File: src/hdl/frame_presentation_reorder_defines.svh
// assertion macros for the frame presentation reorder block
`ifndef FRAME_PRESENTATION_REORDER_DEFINES_SVH
`define FRAME_PRESENTATION_REORDER_DEFINES_SVH

// same-cycle implication
`define REO_ASSERT_NOW(label, clk, rst, ante, cons) \
   label: assert property (@(posedge clk) disable iff (rst) (ante) |-> (cons)) \
      else $error("reorder check failed");

// next-cycle implication
`define REO_ASSERT_NEXT(label, clk, rst, ante, cons) \
   label: assert property (@(posedge clk) disable iff (rst) (ante) |=> (cons)) \
      else $error("reorder check failed");

`endif

File: src/hdl/reo_pkg.sv
// shared types and constants for the frame presentation reorder block
package reo_pkg;
   localparam int STORE_DEPTH = 16;
   localparam int MAX_OUT = 16;
   localparam int QUEUE_DEPTH = 2;
   localparam int IDX_W = $clog2(STORE_DEPTH);
   localparam int FILL_W = $clog2(STORE_DEPTH + 1);
   localparam int OUTCNT_W = $clog2(MAX_OUT + 1);
   localparam int SURF_W = 16;
   localparam int RAW_W = 17;
   localparam int CNT_W = 16;
   localparam int TIME_W = 64;
   localparam int PERIOD_W = 30;
   localparam int PROD_W = PERIOD_W + CNT_W;

   localparam logic STATUS_SHOWN = 1'b0;
   localparam logic STATUS_DROPPED = 1'b1;

   typedef struct packed {
      logic              drop;
      logic [SURF_W-1:0] surface;
      logic [CNT_W-1:0]  count;
      logic [TIME_W-1:0] stamp;
   } entry_type;

   typedef struct packed {
      logic              busy;
      logic [FILL_W-1:0] fill;
   } back_status_type;
endpackage

File: src/hdl/reo_front.sv
// front end: accepts words, halves the count and computes the timestamp
module reo_front import reo_pkg::*; (
   input  logic                  clock,
   input  logic                  reset,
   input  logic                  req_valid,
   output logic                  req_stall,
   input  logic [SURF_W-1:0]     req_surface_id,
   input  logic signed [RAW_W-1:0] req_order_count,
   input  logic [TIME_W-1:0]     req_now_time,
   input  logic                  csr_write_enable,
   input  logic [PERIOD_W-1:0]   csr_write_data,
   input  logic                  queue_empty,
   input  back_status_type       back_status,
   output logic                  push_valid,
   output entry_type             push_entry
);
   logic                    s1_ff;
   logic [SURF_W-1:0]       surf_ff;
   logic signed [CNT_W-1:0] cnt_ff;
   logic [TIME_W-1:0]       now_ff;
   logic                    drop_ff;
   logic [PROD_W-1:0]       prod_ff;
   logic [PERIOD_W-1:0]     period_ff;
   logic [TIME_W-1:0]       begin_ff;
   logic [TIME_W-1:0]       end_ff;

   logic                    accept;
   logic signed [RAW_W-1:0] halved;
   logic [TIME_W-1:0]       period64;
   logic [TIME_W-1:0]       stamp_in;
   logic [TIME_W-1:0]       begin_in;
   logic [TIME_W-1:0]       end_in;

   assign req_stall = s1_ff || !queue_empty || back_status.busy;
   assign accept = req_valid && !req_stall;
   // truncate toward zero
   assign halved = (req_order_count + RAW_W'(req_order_count[RAW_W-1])) >>> 1;
   assign period64 = TIME_W'(period_ff);

   always_comb begin
      begin_in = begin_ff;
      end_in = end_ff;
      stamp_in = now_ff;
      if (cnt_ff == '0) begin
         begin_in = (end_ff == '0) ? now_ff : end_ff;
         end_in = begin_in + period64;
         stamp_in = begin_in;
      end else if (!cnt_ff[CNT_W-1]) begin
         stamp_in = begin_ff + TIME_W'(prod_ff);
         if (stamp_in >= end_ff) begin
            end_in = stamp_in + period64;
         end
      end
   end

   assign push_valid = s1_ff;
   assign push_entry.drop = drop_ff;
   assign push_entry.surface = surf_ff;
   assign push_entry.count = cnt_ff;
   assign push_entry.stamp = drop_ff ? '0 : stamp_in;

   always_ff @(posedge clock) begin
      if (reset) begin
         s1_ff <= 1'b0;
         period_ff <= '0;
         begin_ff <= '0;
         end_ff <= '0;
      end else begin
         if (csr_write_enable) begin
            period_ff <= csr_write_data;
         end
         if (accept) begin
            s1_ff <= 1'b1;
            surf_ff <= req_surface_id;
            cnt_ff <= CNT_W'(halved);
            now_ff <= req_now_time;
            drop_ff <= (back_status.fill == FILL_W'(STORE_DEPTH));
            prod_ff <= PROD_W'(period_ff) * PROD_W'(halved[CNT_W-1:0]);
         end else if (s1_ff) begin
            s1_ff <= 1'b0;
            if (!drop_ff) begin
               begin_ff <= begin_in;
               end_ff <= end_in;
            end
         end
      end
   end
endmodule

File: config.mk
export PLATFORM = sky130hd
export DESIGN_NAME = reo_front
export DESIGN_NICKNAME = d
export VERILOG_FILES = /design/src/hdl/frame_presentation_reorder_defines.svh /design/src/hdl/reo_pkg.sv /design/src/hdl/reo_front.sv
export SDC_FILE = /design/constraint.sdc
export NUM_CORES = 2
export LEC_CHECK = 0
export BUFFER_PORTS_ARGS = -buffer_cell sky130_fd_sc_hd__buf_2
export CAP_MARGIN = 30
export CORE_MARGIN = 5
export CORE_UTILIZATION = 51
export CTS_BUF_LIST = sky130_fd_sc_hd__clkbuf_4
export DETAILED_ROUTE_END_ITERATION = 6
export HOLD_SLACK_MARGIN = 0.06
export PLACE_DENSITY_LB_ADDON = 0.1
export RECOVER_POWER = 100
export SLEW_MARGIN = 20
export SYNTH_ARGS = -nofsm -noshare
export SYNTH_HDL_FRONTEND = slang
export SYNTH_SLANG_ARGS = --single-unit
File: constraint.sdc
create_clock -name clock -period 13 [get_ports clock]
set_input_delay 1.3 -clock clock [delete_from_list [all_inputs] [get_ports clock]]
set_output_delay 1.3 -clock clock [all_outputs]
set_load 0.05 [all_outputs]
==> out/qor.csv <==
stage,metric,value,unit
synthesis,XOR/XNOR Fraction of Synth Area,4.08,%
timing,Max Clk Rate,90.8,MHz
clocking,CTS root buf,clkbuf_4,
setup_path,Setup crit end kind,register,
job,Max Cap Viol,20,
placement,GPL Wtd Cong,0.951,
timing,Final Slew Violations,954,
timing,slew margin rel.,-447,%
run_status,failing checks,"max-capacitance violations, max-slew violations",
clocking,CTS tree,done,
cells_and_area,Post-Route Utilization,55.7,%
synthesis,Compound-Gate Fraction of Synth Area,15.5,%
setup_path,critical path depth in cells,35,
cells_and_area,nets,5057,
synthesis,ranking of synthesized cells by area,"fa_1, edfxtp_1, ha_1",
die,core area,68300,sq um
setup_path,critical path peak fanout,31,
detailed_routing,metal2 WL,48800,microns
detailed_routing,initial DRC count,2277,
timing,final setup violation count,0,
synthesis,mux contribution to synthesized area,1.25,%
synthesis,Syn Nets,4882,
min_path,hold depth,2,
detailed_routing,Detail Route Antenna Nets,0,
synthesis,ys flop type,dfxtp_1,
placement,Post-DP HPWL,82900,microns
setup_path,Critical Path RT,13540,ps
detailed_routing,total detailed-routing wirelength,110000,microns
detailed_routing,via/cell ratio,5.77,
synthesis,Yosys reg bits,302,
synthesis,Synth area leader,fa_1,
timing,TNS Setup,0,ps
run_status,status,"finished, violations left",
die,die width,272,microns
synthesis,Post-Syn Instances,4094,
synthesis,share of the synthesized area in the top cell type,22.4,%
clocking,Hold Buf Count CTS,0,
clocking,CTS Buf Count,89,
timing,Worst Clk Skew,93.4,ps
timing,RSZ-0062 raised after global routing,no,
detailed_routing,max layer used,met5,
detailed_routing,vias,30200,
timing,Tmin final,11010,ps
global_routing,total track usage,29.3,%
global_routing,largest net degree at the start of global routing,144,
synthesis,Post-Synthesis Cell Area,35000,sq um
cells_and_area,Synth-to-Final Area Change,8.63,%
min_path,Hold WC Path Type,register to register,
setup_path,CP Launch Type,input port,
power_and_ir_drop,Max VDD drop,0.0000894,V
power_and_ir_drop,P_leak,17.0,nW
detailed_routing,metal3 WL,9090,microns
global_routing,global route overflow,0,
die,I/O Pins,237,
synthesis,"EDFF count, synth",143,
setup_path,"Buf+Inv Stages, Crit Path",4,
synthesis,Synth Area in Simple Gates,17.6,%
clocking,Clock Latency Late Sink,890,ps
clocking,post-CTS resize count,0,
detailed_routing,drc violations,0,
global_routing,antenna violations before repair,5,
global_routing,number of global-route vias before repair,30100,
setup_path,WS Path Type,input port to register,
detailed_routing,first drt pass iteration count,6,
die,Starting Density,51.3,%
power_and_ir_drop,Cell Pwr Density,115,nW/um^2
synthesis,Synth Area in Adders,31.6,%
clocking,clock sink count,302,
timing,hold slack,491,ps
cells_and_area,layout cells sized above 1,8.84,%
placement,PortBufs,236,
synthesis,sequential fraction of the synthesis area,21.3,%
setup_path,Crit-path slowest cell,clkbuf_1,
cells_and_area,fill cell count,6490,
global_routing,first-pass GRT wire length,171000,microns
synthesis,synth unique cells,90,
synthesis,largest family of logic cells by synthesized area,adder cells,
clocking,Clock Pin Slew Worst Setup and Hold Paths,60,ps
synthesis,syn avg cell area,8.56,sq um
setup_path,"Data arrival, critical path",11560,ps
detailed_routing,Routed met1 length,48500,microns
synthesis,"FFs w/ async S/R, synth",0,%
die,Std-Cell Rows,96,
synthesis,Syn. warnings,0,
timing,final worst-path cycle share,84.7,%
clocking,CTS max path bufs,3,
timing,Slew @ Worst Pin,8200,ps
setup_path,CP most frequent cell,fa_1,
clocking,Setup Buffers After CTS,0,
setup_path,"Largest stage delay, worst path",990,ps
timing,final hold vios,0,
die,die area,74100,sq um
setup_path,Worst path top cell family by delay,adder cells,
clocking,Max H-tree Level,3,
detailed_routing,DR WL/cell,21.1,microns
die,chip height,272,microns
setup_path,reg2reg path depth,17,
layout by cell type (no fill, tap or decap), types with 118 or more instances in the layout:
cell type  synthesis  layout
edfxtp_1         143     143
ha_1             258     258
clkbuf_4           0     133
dfxtp_1          159     159
buf_2             12     146
and2_1           166     154
fa_1             392     392
a211oi_1         130     130
nand2_1          525     525
clkbuf_1         178     118
inv_1            588     588
nor2_1           306     305
a21oi_1          280     280
o21ai_0          120     119
state kept, by name, indices dropped and copies added (netlist names):
signal	count
begin_ff	64
end_ff	64
now_ff	64
prod_ff	46
period_ff	30
cnt_ff	16
surf_ff	16
drop_ff	1
push_valid	1
worst min-delay path, cell delays in order, from the launching register on:
cell	delay [ps]
dfxtp_1	320
mux2i_1	60
nor2_1	70
path summary, 6_finish.rpt:
path | start | endpoint | slack [ps]
worst max-delay path | req_order_count[16] | prod_ff[45] | 1990
worst min-delay path | period_ff[25] | period_ff[25] | 490
worst max register to register | cnt_ff[15] | end_ff[63] | 2630
worst min register to register | period_ff[25] | period_ff[25] | 490
cells by family after synthesis:
group,Yosys count
simple gates,1316
compound gates,819
buf+inv,803
fa+ha+maj,650
flops,302
xor+xnor,161
mux,43
final cells by class:
| class | count | area, sq um | share of cell area, % |
|---|---|---|---|
| Tap cell | 882 | 1100 | 2.90 |
| Inverter | 588 | 2210 | 5.80 |
| Sequential cell | 302 | 7480 | 19.6 |
| Multi-Input combinational cell | 2989 | 24600 | 64.7 |
| Antenna cell | 6 | 15.0 | 0.0394 |
| Clock buffer | 133 | 998 | 2.62 |
| Timing Repair Buffer | 299 | 1480 | 3.87 |
| Clock inverter | 33 | 161 | 0.424 |
power breakdown:
group          internal (mW)  total [mW]  switching [mW]
sequential              1.11        1.14          0.0358
combinational          0.901        2.31            1.41
clock                  0.475       0.947           0.472
synthesized netlist by cell type (all sizes together), types with 25 or more instances:
library cell / number
a211oi: 131
a21o: 76
a21oi: 282
a222oi: 25
and2: 166
and3: 25
buf: 37
clkbuf: 178
dfxtp: 159
edfxtp: 143
fa: 392
ha: 258
inv: 588
mux2i: 37
nand2: 525
nand3: 34
nand4: 51
nor2: 306
nor2b: 31
nor3: 53
nor4: 49
o21ai: 121
xnor2: 102
xor2: 59
per-stage QoR:
step	instances	setup slack (ps)	power (mW)	area (sq um)
floorplan	4094	3700	2.85	35100
global placement	5051	2100	3.43	37100
detailed placement	5057	1860	3.45	37100
CTS	5223	2750	4.42	38300
global route	5229	1410	4.78	38100
finish	5232	1990	4.40	38100
routing by layer:
| layer | global-route usage [%] | vias up |
|---|---|---|
| met4 | 9.78 | 2 |
| met1 | 40.7 | 14700 |
| li1 | - | 14100 |
| met3 | 6.25 | 224 |
| met5 | 0 | - |
| met2 | 46.1 | 1200 |
(Power assumes the default switching activity.)
