$ cat src/hdl/frame_presentation_reorder_defines.svh
// assertion macros for the frame presentation reorder block
`ifndef FRAME_PRESENTATION_REORDER_DEFINES_SVH
`define FRAME_PRESENTATION_REORDER_DEFINES_SVH

// same-cycle implication
`define REO_ASSERT_NOW(label, clk, rst, ante, cons) \
   label: assert property (@(posedge clk) disable iff (rst) (ante) |-> (cons)) \
      else $error("reorder check failed");

// next-cycle implication
`define REO_ASSERT_NEXT(label, clk, rst, ante, cons) \
   label: assert property (@(posedge clk) disable iff (rst) (ante) |=> (cons)) \
      else $error("reorder check failed");

`endif

$ cat src/hdl/reo_pkg.sv
// shared types and constants for the frame presentation reorder block
package reo_pkg;
   localparam int STORE_DEPTH = 16;
   localparam int MAX_OUT = 16;
   localparam int QUEUE_DEPTH = 2;
   localparam int IDX_W = $clog2(STORE_DEPTH);
   localparam int FILL_W = $clog2(STORE_DEPTH + 1);
   localparam int OUTCNT_W = $clog2(MAX_OUT + 1);
   localparam int SURF_W = 16;
   localparam int RAW_W = 17;
   localparam int CNT_W = 16;
   localparam int TIME_W = 64;
   localparam int PERIOD_W = 30;
   localparam int PROD_W = PERIOD_W + CNT_W;

   localparam logic STATUS_SHOWN = 1'b0;
   localparam logic STATUS_DROPPED = 1'b1;

   typedef struct packed {
      logic              drop;
      logic [SURF_W-1:0] surface;
      logic [CNT_W-1:0]  count;
      logic [TIME_W-1:0] stamp;
   } entry_type;

   typedef struct packed {
      logic              busy;
      logic [FILL_W-1:0] fill;
   } back_status_type;
endpackage

$ cat src/hdl/reo_queue.sv
// short queue between front end and store
module reo_queue import reo_pkg::*; (
   input  logic      clock,
   input  logic      reset,
   input  logic      push,
   input  entry_type push_entry,
   input  logic      pop,
   output logic      empty,
   output entry_type head
);
   localparam int PTR_W = $clog2(QUEUE_DEPTH);
   entry_type             mem_ff [QUEUE_DEPTH];
   logic [PTR_W-1:0]      wr_ff;
   logic [PTR_W-1:0]      rd_ff;
   logic [PTR_W:0]        count_ff;

   assign empty = (count_ff == '0);
   assign head = mem_ff[rd_ff];

   always_ff @(posedge clock) begin
      if (reset) begin
         wr_ff <= '0;
         rd_ff <= '0;
         count_ff <= '0;
      end else begin
         if (push) begin
            mem_ff[wr_ff] <= push_entry;
            wr_ff <= (wr_ff == PTR_W'(QUEUE_DEPTH - 1)) ? '0 : wr_ff + 1'b1;
         end
         if (pop) begin
            rd_ff <= (rd_ff == PTR_W'(QUEUE_DEPTH - 1)) ? '0 : rd_ff + 1'b1;
         end
         count_ff <= count_ff + (PTR_W+1)'(push) - (PTR_W+1)'(pop);
      end
   end
endmodule

$ cat config.mk
export PLATFORM = sky130hd
export DESIGN_NAME = reo_queue
export DESIGN_NICKNAME = d
export VERILOG_FILES = /design/src/hdl/frame_presentation_reorder_defines.svh /design/src/hdl/reo_pkg.sv /design/src/hdl/reo_queue.sv
export SDC_FILE = /design/constraint.sdc
export NUM_CORES = 1
export LEC_CHECK = 0
export BUFFER_PORTS_ARGS = -buffer_cell sky130_fd_sc_hd__buf_2
export CAP_MARGIN = 20
export CORE_MARGIN = 2
export CORE_UTILIZATION = 56
export CTS_CLUSTER_DIAMETER = 150
export DETAILED_ROUTE_END_ITERATION = 16
export PLACE_DENSITY = 0.84
export REMOVE_ABC_BUFFERS = 1
export SETUP_SLACK_MARGIN = 0.5
export SYNTH_ARGS = -nofsm -noshare
export SYNTH_HDL_FRONTEND = slang
export SYNTH_SLANG_ARGS = --single-unit
$ cat constraint.sdc
create_clock -name clock -period 18 [get_ports clock]
set_clock_uncertainty 0.2 [all_clocks]
set_input_delay 3.6 -clock clock [delete_from_list [all_inputs] [get_ports clock]]
set_output_delay 3.6 -clock clock [all_outputs]
set_load 0.03 [all_outputs]
==> flow_summary.toml, run 1 <==
[yosys]
yosysUniqueCellTypes = 14
synth_cells = 322
avgSynthCellArea_um2 = 22.8
synth-seq-cells = 199
syn_area_um2 = 7330
yosys_warnings = 0
yosysSeqAreaShare_pct = 80.8

[worst_setup_path]
critPathKind = "reg -> out"
crit_chain = "buf_4 > mux2_2 > buf_2"
r2r.worst_path.cells = 2
path_delay_family = "buffers and inverters"
end_kind = "output pin"
cp_num_buf_inv = 2
cpMaxStageDelayCell = "dfxtp_4"
cp.depth = 3
required_ns = 14.20
cp_data_arrival_time_ns = 2.55
max_stage_delay_ns = 0.83
start_kind = "flop"
cp_max_fo = 53

[placement]
portBuffers = 198
dp_hpwl_um = 8320
postPlaceCellArea_um2 = 8490
place_ws_ns = 12.01
routabilityCongestion = 0.731

[sta]
timing.slew.headroom_pct = 44.9
finalCriticalPeriod_ns = 6.35
fmax_mhz = 158
setup_viol_count_final = 0
finalWorstSetupSlack_ns = 11.65
hold_viol_final = 0
setup_tns_ns = 0
drv_slew = 0
rsz0062_at_grt = "no"
worstMarginPinSlew_ns = 0.827
fin_crit_sh_pct = 35.3

[power]
intPower_w = 0.000794
leakagePower_nw = 3.42
power_density_nw_per_um2 = 113
vdd_drop_max_uv = 72.4
net-switching-power_w = 0.000232
p_clk_share_pct = 35.3
pwr-share-seq_pct = 52.6
finalPower_w = 0.00103
switching_share_pct = 22.6
comb_power_share_pct = 12.1

[final_layout]
areaGrowthSynthToFinish_pct = 23.6
n_fill_cell = 830
final_common_cell = "buf_2"
fin_area_um2 = 9060
num-nets-final = 635
final_core_util_pct = 71.2
layout_common_cells = "buf_2, edfxtp_1, mux2_2"
diodes = 0
drive_gt1_share_pct = 59.9

[route]
ant_nets = 0
wl_per_cell_um = 17.5
postRouteWirelength_um = 12600
drt_iter0_drc = 218
viasPerCell = 5.09
routed-via-count = 3648
firstDrtPassIters = 4
drc = 0

[global_route]
grt_max_degree = 64
grt_pass1_vias = 3875
grt_use_total_pct = 18.5
antenna_found_initial = 1
grt_pass1_wl_um = 19500
grt_overflow = 0

[floorplan]
fp.dieH_um = 118
dieArea_um2 = 14000
initial_utilization_pct = 57.6
core_um2 = 12700
rows = 41
die_x_um = 118
ioPinCount = 199

[cts]
cts_tree = "built"
h-tree-depth = 4
clk_latency_ns = 0.42
cts.sinks = 199
cts_buffers = 17
cts_buffer_depth = 2
postCtsSetupBuffers = 0
cts.repair.resized = 0
root_buffer = "clkbuf_16"
holdBufCountCts = 0
clk_pin_slew_ns = 0.06

[status]
status = "completed"

[flow_run]
max-cap-violations = 0

[worst_hold_path]
hold_depth = 2
hp-class = "reg -> reg"
-- synth_stat cells --
master | n | area share (%)
and3b_1 | 1 | 0.12
buf_2 | 6 | 0.41
buf_6 | 5 | 0.77
dfxtp_1 | 5 | 1.4
edfxtp_1 | 194 | 79
ha_1 | 2 | 0.34
inv_1 | 2 | 0.10
mux2_2 | 67 | 10
mux2_4 | 30 | 6.1
nor2_1 | 5 | 0.26
nor2b_1 | 1 | 0.085
nor3b_1 | 1 | 0.10
xnor2_1 | 2 | 0.24
xnor3_1 | 1 | 0.31
-- stage by stage --
| step | hold slack, ns | instances |
|---|---|---|
| 2_1_floorplan | 0.280 | 311 |
| 3_3_place_gp | 0.299 | 685 |
| 3_5_place_dp | 0.313 | 685 |
| 4_1_cts | 0.329 | 716 |
| 5_1_grt | 0.385 | 716 |
| 6_report | 0.328 | 716 |
-- tightest hold or removal path, cell delays in order, from the launching register on --
cell     delay (ns)
dfxtp_1        0.33
xnor2_1        0.09
nor2_1         0.08
-- layer usage --
| layer | GRT usage, % | wire length [um] | up-vias |
|---|---|---|---|
| met4 | 7.89 | 210 | 2 |
| met1 | 22.2 | 5000 | 1777 |
| li1 | - | - | 1697 |
| met5 | 0 | 11 | - |
| met2 | 30.9 | 6470 | 150 |
| met3 | 5.89 | 863 | 22 |
-- power groups by stage --
| stage | clock [W] | sequential, W | combinational [W] |
|---|---|---|---|
| global placement | 0 | 0.000549 | 0.000122 |
| global route | 0.000385 | 0.000542 | 0.000132 |
| detailed placement | 0 | 0.000550 | 0.000125 |
| CTS | 0.000370 | 0.000540 | 0.000126 |
| floorplan | 0 | 0.000553 | 0.0000854 |
| finish | 0.000363 | 0.000540 | 0.000124 |
-- final cells by class --
cell class                      count  area (um2)  share of cell area [%]
Clock inverter                     11         133                    1.46
Multi-Input combinational cell    110        1320                    14.6
Timing Repair Buffer              202        1020                    11.3
Sequential cell                   199        5930                    65.4
Tap cell                          172         215                    2.37
Inverter                            2        7.51                  0.0828
Clock buffer                       20         437                    4.82
-- worst paths after layout --
kind | slack [ns] | start | endpoint
hold / removal | 0.33 | rd_ff | flop
hold reg to reg | 0.33 | rd_ff | flop
setup reg to reg | 15.65 | wr_ff | mem_ff[1][96]
setup / recovery | 11.65 | flop | head[40]
-- registers in the layout, summed over array words and instances (netlist names), named ones only --
name / count
count_ff: 2
mem_ff: 194
wr_ff: 1
rd_ff: 1
-- logic make-up after synthesis --
| logic type | share of synthesized area, % |
|---|---|
| buf+inv | 1.28 |
| flops | 80.8 |
| mux | 16.4 |
| simple gates | 0.563 |
| fa+ha+maj | 0.341 |
| xor+xnor | 0.546 |
Note: power is estimated with default switching activity, not from simulation.
==> run 2, diff against run 1 <==
CORE_UTILIZATION = 47   (was 56)
PLACE_DENSITY = 0.76   (was 0.84)
clock period = 5.7 ns   (was 18 ns; I/O delays follow)
==> flow_summary.toml, run 2 (same netlist as run 1, synthesis figures left out) <==
[final_layout]
final_common_cell = "buf_2"
diodes = 0
multi_input_area_um2 = 1320
seq_area_um2 = 5930
drive_gt1_share_pct = 60.9
largestRegisters = "mem_ff: 194 flops, count_ff: 2 flops"
areaGrowthSynthToFinish_pct = 25.0
fin_cells = 735
layout_common_cells = "buf_2, edfxtp_1, mux2_2"
num-nets-final = 637
n_fill_cell = 1104
top_register = "mem_ff"
largest_register_ffs = 194

[sta]
timing.slew.headroom_pct = 52.7
finalCriticalPeriod_ns = 3.24
fmax_mhz = 309
setup_viol_count_final = 0
fin_crit_sh_pct = 56.8
hold_viol_final = 0
drv_slew = 0
rsz0062_at_grt = "no"
worstMarginPinSlew_ns = 0.709
setup_tns_ns = 0
hold_ws_ns = 0.339

[power]
finalPower_w = 0.00330
power_density_nw_per_um2 = 360
leakagePower_nw = 3.46
vdd_drop_max_uv = 217

[worst_hold_path]
hp-class = "reg -> reg"

[worst_setup_path]
required_ns = 4.36
end_kind = "output pin"
cpMaxStageDelayCell = "dfxtp_4"
cp_max_fo = 62
max_stage_delay_ns = 0.50
start_kind = "flop"
critPathKind = "reg -> out"
cp_data_arrival_time_ns = 1.90
crit_chain = "buf_16 > mux2_2 > buf_2"

[global_route]
grt_overflow = 0
grt_pass1_vias = 3750
antenna_found_initial = 1
grt_pass1_wl_um = 18900
grt_use_total_pct = 15.4
grt_max_degree = 78

[floorplan]
core_um2 = 15200
initial_utilization_pct = 48.2
dieArea_um2 = 16600
fp.dieH_um = 129
die_x_um = 129
rows = 45
ioPinCount = 199

[cts]
cts.sinks = 199
clk_latency_ns = 0.42
cts.repair.resized = 0
postCtsSetupBuffers = 0
holdBufCountCts = 0
root_buffer = "clkbuf_16"
cts_buffers = 17
cts_buffer_depth = 2
h-tree-depth = 4
cts_tree = "built"
clk_pin_slew_ns = 0.07

[flow_run]
max-cap-violations = 0

[route]
wl_met2_um = 6290
routed-via-count = 3626
ant_nets = 0
wl_met3_um = 1020
firstDrtPassIters = 4
postRouteWirelength_um = 12900
viasPerCell = 4.93
wirelength_met1_um = 5340
drt_iter0_drc = 138
drc = 0
top_layer = "met5"
wl_per_cell_um = 17.5

[placement]
portBuffers = 198
routabilityCongestion = 0.733
dp_hpwl_um = 8360
dpl.cell_count = 701

[status]
status = "completed"
[run 2: final timing paths]
kind              startpoint             to  slack, ns  depth (start not counted)
setup reg to reg       wr_ff  mem_ff[0][48]       3.34                          3
hold / removal         rd_ff          rd_ff       0.34                          2
hold reg to reg        rd_ff          rd_ff       0.34                          2
setup / recovery        flop       head[35]       2.46                          3
[run 2: layout make-up]
type	count	area share, %
multi-input cells	110	14.4
clock inverters	11	1.63
clock buffers	21	4.92
well taps	188	2.57
flip-flops and latches	199	64.7
inverters	2	0.0820
repair buffers	204	11.7
[run 2: power by group]
| group | switching, W | leakage, nW | internal, W |
|---|---|---|---|
| Sequential | 0.0000197 | 1.82 | 0.00167 |
| Clock | 0.000493 | 0.284 | 0.000703 |
| Combinational | 0.000251 | 1.35 | 0.000160 |
| Total | 0.000764 | 3.46 | 0.00254 |
[run 2: critical path: cells and delay by family, from the launching register on]
family	cells	cell delay, ns
buffers and inverters	2	0.50
DFF	1	0.50
muxes	1	0.39
[run 2: layer usage]
metal | up-vias | track usage (%)
met4 | 2 | 6.65
li1 | 1698 | -
met5 | - | 0
met1 | 1767 | 17.9
met2 | 136 | 25.6
met3 | 23 | 5.95
[run 2: metrics by stage]
step           setup slack, ns  utilization (%)  area, um2
3_5_place_dp              2.19             56.0       8510
6_report                  2.46             60.3       9160
3_3_place_gp              2.22             56.0       8510
5_1_grt                   2.37             60.3       9160
2_1_floorplan            -3.33                -       7240
4_1_cts                   1.72             59.9       9110
